<file path="src/rtl/core/hlr_pkg.sv">
// Shared types, constants and state codes for the histogram largest-rectangle unit.
`timescale 1ns / 1ps

package hlr_pkg;

  localparam int MAX_BARS_DEF    = 1024;
  localparam int HEIGHT_BITS_DEF = 16;
  localparam int BAR_W           = 16;
  localparam int AREA_BITS       = 26;

  localparam logic [AREA_BITS-1:0] AREA_MAX = '1;

  typedef struct packed {
    logic [BAR_W-1:0] bar_height;
    logic             last_bar;
  } bar_beat_t;

  typedef struct packed {
    logic [AREA_BITS-1:0] max_area;
    logic                 overflow;
  } result_beat_t;

  typedef struct packed {
    logic go;
    logic clr;
  } area_cmd_t;

  typedef enum logic [2:0] {
    ST_IDLE,
    ST_CMP,
    ST_POP,
    ST_FLUSH,
    ST_DRAIN,
    ST_OUT
  } hlr_state_t;

endpackage

</file>
<file path="src/rtl/core/hlr_area_unit.sv">
// Area multiplier, saturation and running maximum.
`timescale 1ns / 1ps

module hlr_area_unit
  import hlr_pkg::*;
#(
  parameter int HEIGHT_BITS = HEIGHT_BITS_DEF,
  parameter int WIDTH_BITS  = 11
) (
  input  logic                   clk,
  input  logic                   rst,
  input  area_cmd_t              cmd,
  input  logic [HEIGHT_BITS-1:0] height,
  input  logic [WIDTH_BITS-1:0]  width,
  output logic                   busy,
  output logic [AREA_BITS-1:0]   best
);

  localparam int PW = HEIGHT_BITS + WIDTH_BITS;
  localparam int EW = (PW > AREA_BITS) ? PW : AREA_BITS + 1;

  logic [PW-1:0]        prod;
  logic                 prod_v;
  logic [EW-1:0]        prod_e;
  logic [AREA_BITS-1:0] sat;

  always_ff @(posedge clk) begin
    if (rst || cmd.clr) begin
      prod_v <= 1'b0;
    end else begin
      prod_v <= cmd.go;
    end
  end

  always_ff @(posedge clk) begin
    if (cmd.go) begin
      prod <= PW'(height) * PW'(width);
    end
  end

  assign prod_e = EW'(prod);
  assign sat    = (prod_e > EW'(AREA_MAX)) ? AREA_MAX : prod_e[AREA_BITS-1:0];

  always_ff @(posedge clk) begin
    if (rst || cmd.clr) begin
      best <= '0;
    end else if (prod_v && (sat > best)) begin
      best <= sat;
    end
  end

  assign busy = prod_v;

endmodule
</file>
<file path="config.mk">
export PLATFORM = sky130hd
export DESIGN_NAME = hlr_area_unit
export DESIGN_NICKNAME = d
export VERILOG_FILES = /design/src/rtl/core/hlr_pkg.sv /design/src/rtl/core/hlr_area_unit.sv
export SDC_FILE = /design/constraint.sdc
export NUM_CORES = 1
export LEC_CHECK = 0
export BUFFER_PORTS_ARGS = -buffer_cell sky130_fd_sc_hd__buf_4
export CORE_ASPECT_RATIO = 0.8
export CORE_MARGIN = 5
export CORE_UTILIZATION = 43
export DETAILED_ROUTE_END_ITERATION = 8
export PLACE_DENSITY = 0.69
export SKIP_CTS_REPAIR_TIMING = 1
export SYNTH_ARGS = -nofsm -noshare
export SYNTH_HDL_FRONTEND = slang
export SYNTH_SLANG_ARGS = --single-unit
export TNS_END_PERCENT = 20
</file>
<file path="constraint.sdc">
create_clock -name clk -period 14.46 [get_ports clk]
set_clock_uncertainty 0.2 [all_clocks]
set_input_delay 1.446 -clock clk [delete_from_list [all_inputs] [get_ports clk]]
set_output_delay 1.446 -clock clk [all_outputs]
set_load 0.02 [all_outputs]
</file>
# == Word-level counts from Yosys, hierarchy flattened ==
# Index checks and enable logic that the tools add are counted.
# totals
output_inout_bits,27
latch_bits,0
rom_bits,0
n_memories,0
ram_bits,0
reg_bits,54
input_bits,31
word_cells,9
# op_classes
n_bitwise,0
multipliers,1
div,0
reduce_logical,2
n_mux,1
n_shift,0
n_eq_ne,0
magnitude_cmp,2
add_sub_neg,0
# ops
op,count
> comparator 27 x 26 -> 1 bit (second input constant),1
multiplier 16 x 11 -> 27 bit,1
> comparator 26 bit,1
two-way mux 26 bit,1
logical AND 1 bit,1
logical OR 1 bit,1

# == Depth between registers and ports, before layout ==
# depth
word_depth,4
depth_mapped,20
mapped_depth_nobuf,19

# == Least setup slack after synthesis ==
# OpenSTA, ideal clock, no wires.
# synth_timing
path_type,input port to flip-flop
start,in height[7]
end,reg prod[25] (data pin)
setup_slack_ps,7993
required_ps,13999
cell_stages,17
setup_time_ps,261
path_buffers,2
arrival_time_ps,6006
cell_sequence,clkbuf_1 > and2_1 > fa_1 > inv_1 > fa_1 > inv_1 > fa_1 > fa_1 > inv_1 > fa_1 > inv_1 > ha_1 > clkbuf_1 > nand3_1 > o41ai_2 > nor4bb_1 > a311o_1
# synth_between
elab_chain_len,1
# synth_rtl
item,line_no,source
"start, declared",hlr_area_unit.sv:13,"input logic [HEIGHT_BITS-1:0] height,"
multiplier 16 x 11 -> 27 bit,hlr_area_unit.sv:37,prod <= PW'(height) * PW'(width);
"end signal, assigned",hlr_area_unit.sv:37,
"end, declared",hlr_area_unit.sv:22,logic [PW-1:0] prod;
# No other way between the ends.
# A chain may end at the register's enable or synchronous reset.

# == Worst setup path in the final report ==
# layout_timing
start,in width[7]
end,reg prod[26] (data pin)
# layout_between
elab_chain_len,1
# layout_rtl
item,line_no,source
"start, declared",hlr_area_unit.sv:14,"input logic [WIDTH_BITS-1:0] width,"
multiplier 16 x 11 -> 27 bit,hlr_area_unit.sv:37,
# No other way between the ends.

==> flow_summary.yaml <==
yosys:
  synth_seq_cells: 54
  synth_area_sq_um: 8490
  yosys_warnings: 0
  yosysSeqAreaShare: 0.159
  synth_nets: 1177
  async_reset_ff_frac: 0
  synth_cells: 930
  synthFlopType: "edfxtp_1"
  synth_edf_count: 27
  synth.distinct_cells: 51
  syn_avg_cell_area_sq_um: 9.13
timing:
  setup_viol: 0
  drv_slew: 0
  setup_tns_ns: 0
  rsz0062_at_grt: "no"
  holdWs_ns: 0.297
  post-route-period-util: 0.458
  setup_slack_ns: 7.83
  worst_pin_slew_ns: 0.806
  fmax_mhz: 151
  fin_crit_ns: 6.63
  slew_headroom: 0.462
  hold_viol_final: 0
global_routing:
  grt_max_degree: 37
  overflow: 0
  antenna_found_initial: 0
  grt.total_usage: 0.157
  grt_pass1_vias: 6349
  grt_pass1_wl_microns: 29900
min_path:
  hold_path.class: "flip-flop to flip-flop"
  holdCritStartpoint: "best[5]$_SDFFE_PP0P_"
power_and_ir_drop:
  powerDensity_nw_per_um2: 185
  ir_worst_vdd_mv: 0.143
  power_leakage_nw: 4.31
layout:
  multi_input_area_sq_um: 6270
  fillers: 1851
  drive_gt1_frac: 0.127
  final-seq-area_sq_um: 1350
  area_growth_pct: 8.84
  antennaDiodeCount: 0
  fin_nets: 1200
  final_util: 0.471
setup_path:
  critPathLaunch: "width[7]"
  worstPathArrival_ns: 6.55
  required_ns: 14.38
  endpoint_kind: "flip-flop"
  cp-start-kind: "input port"
  critical_path_class: "input port to flip-flop"
  r2r_start: "prod[26]$_DFFE_PP_"
  ff2ff_setup_slack_ns: 10.37
  cp_max_fo: 16
die:
  start_util: 0.433
  io_pins: 58
  dieWidth_microns: 167
  rows: 46
  fp.dieH_microns: 136
  coreArea_sq_um: 19600
  die-area_sq_um: 22700
clock_tree:
  clockBufferDepth: 2
  htreeDepth: 2
  clock_sinks: 54
  clock_latency_ns: 0.30
  clock-root-buffer: "clkbuf_16"
  clk_pin_slew_ns: 0.07
  cts_buffers: 5
  cts_tree: "done"
detailed_routing:
  vias_per_cell: 5.06
  first_iter_violations: 318
  drt_wl_total_microns: 17200
  route.vias.total: 6162
  dr.pass1.iters: 4
  postRouteAntennaNets: 0
  drcViolationCount: 0
  wl_per_cell_microns: 14.1
placement:
  hpwl_microns: 14100
  gp_congestion: 0.862
  post-place-ws_ns: 7.56
  port_buffers: 57
run:
  cap_viol_max_count: 0
outcome:
  status: "completed"
-- kinds of logic after synthesis --
| family | synth area share |
|---|---|
| buffers and inverters | 0.103 |
| AO/OA/AOI/OAI | 0.104 |
| flip-flops | 0.159 |
| AND/OR/NAND/NOR | 0.184 |
| XOR/XNOR | 0.0196 |
| multiplexers | 0.00236 |
| adder cells (fa/ha/maj) | 0.429 |
-- flip-flops by register name, indices dropped and copies added (netlist names) --
name and flops:
prod 27, best 26, busy 1
-- cells in the final DEF, fill, tap and decap left out, types with 24 or more instances in the layout --
| master | synthesis | routed |
|---|---|---|
| buf_4 | 2 | 58 |
| dfxtp_1 | 27 | 27 |
| and2_1 | 96 | 96 |
| fa_1 | 125 | 125 |
| edfxtp_1 | 27 | 27 |
| a211oi_2 | 24 | 24 |
| nor2_1 | 46 | 46 |
| nand2_1 | 91 | 91 |
| a21oi_1 | 31 | 31 |
| inv_1 | 182 | 182 |
| ha_1 | 91 | 91 |
| or2_2 | 26 | 26 |
-- path summary, 6_finish.rpt --
path                                             end  cells past startpoint
worst min register to register  best[5]$_SDFFE_PP0P_                      2
worst max register to register  best[0]$_SDFFE_PP0P_                     10
worst min-delay path            best[5]$_SDFFE_PP0P_                      2
worst max-delay path              prod[26]$_DFFE_PP_                     19
-- report_power, final --
part / leakage [nW] / switching [mW] / internal (mW)
Sequential: 0.482 / 0.0109 / 0.263
Clock: 0.0844 / 0.0564 / 0.0827
Combinational: 3.74 / 0.756 / 0.544
-- metal layers --
layer / share of wire / vias up / GRT usage
met3: 0.029 / 25 / 0.0219
met5: 0 / - / 0
met4: 0.014 / 0 / 0.0302
met2: 0.51 / 87 / 0.278
met1: 0.45 / 3081 / 0.210
li1: - / 2969 / -
-- stage by stage --
stage          instances  total power [mW]  area, sq um
2_1_floorplan        930              1.31         8490
3_3_place_gp        1210              1.57         9070
3_5_place_dp        1210              1.58         9070
4_1_cts             1218              1.74         9250
5_1_grt             1218              1.93         9250
6_report            1218              1.71         9250
-- synthesized netlist by cell type, types with 2 or more instances --
master / number / area share
or4_1: 2 / 0.0018
xnor2_1: 13 / 0.013
a211oi_2: 24 / 0.035
nand2b_1: 2 / 0.0015
o21bai_1: 4 / 0.0035
o31ai_1: 2 / 0.0018
and4_1: 2 / 0.0021
nor3_1: 10 / 0.0059
o311ai_0: 2 / 0.0021
a21o_1: 7 / 0.0062
a311o_1: 2 / 0.0024
a21oi_1: 31 / 0.018
o21a_1: 6 / 0.0053
nor2_1: 46 / 0.020
and2_1: 96 / 0.071
a31oi_1: 4 / 0.0029
nand4_1: 7 / 0.0052
buf_4: 2 / 0.0018
buf_1: 2 / 0.00088
o211ai_1: 2 / 0.0018
nor2b_1: 7 / 0.0052
dfxtp_1: 27 / 0.064
ha_1: 91 / 0.13
buf_6: 3 / 0.0040
mux2i_1: 2 / 0.0024
xor2_1: 6 / 0.0062
fa_1: 125 / 0.29
and3_1: 4 / 0.0029
a211oi_1: 4 / 0.0035
nand3_1: 6 / 0.0035
or2_2: 26 / 0.019
nand2_1: 91 / 0.040
inv_1: 182 / 0.080
o21ai_0: 13 / 0.0077
clkbuf_1: 35 / 0.015
edfxtp_1: 27 / 0.095
-- area by class of cell --
type                       instances  share of cell area
inverter                         182              0.0739
clock inverter                     3             0.00514
sequential                        54               0.146
clock buffer                       5              0.0135
timing repair buffer              58              0.0471
tap                              264              0.0357
multi-input combinational        652               0.678
-- worst max-delay path, stage by stage --
cell,delay [ns]
buf_4,0.18
and2_1,0.19
fa_1,0.54
inv_1,0.05
fa_1,0.47
inv_1,0.05
fa_1,0.50
fa_1,0.54
inv_1,0.05
fa_1,0.53
inv_1,0.04
ha_1,0.34
inv_1,0.07
nor2_1,0.16
o21ai_0,0.18
o31ai_1,0.53
a21oi_1,0.25
o21a_1,0.23
a311oi_1,0.19
Power figures use the tool's default switching activity.
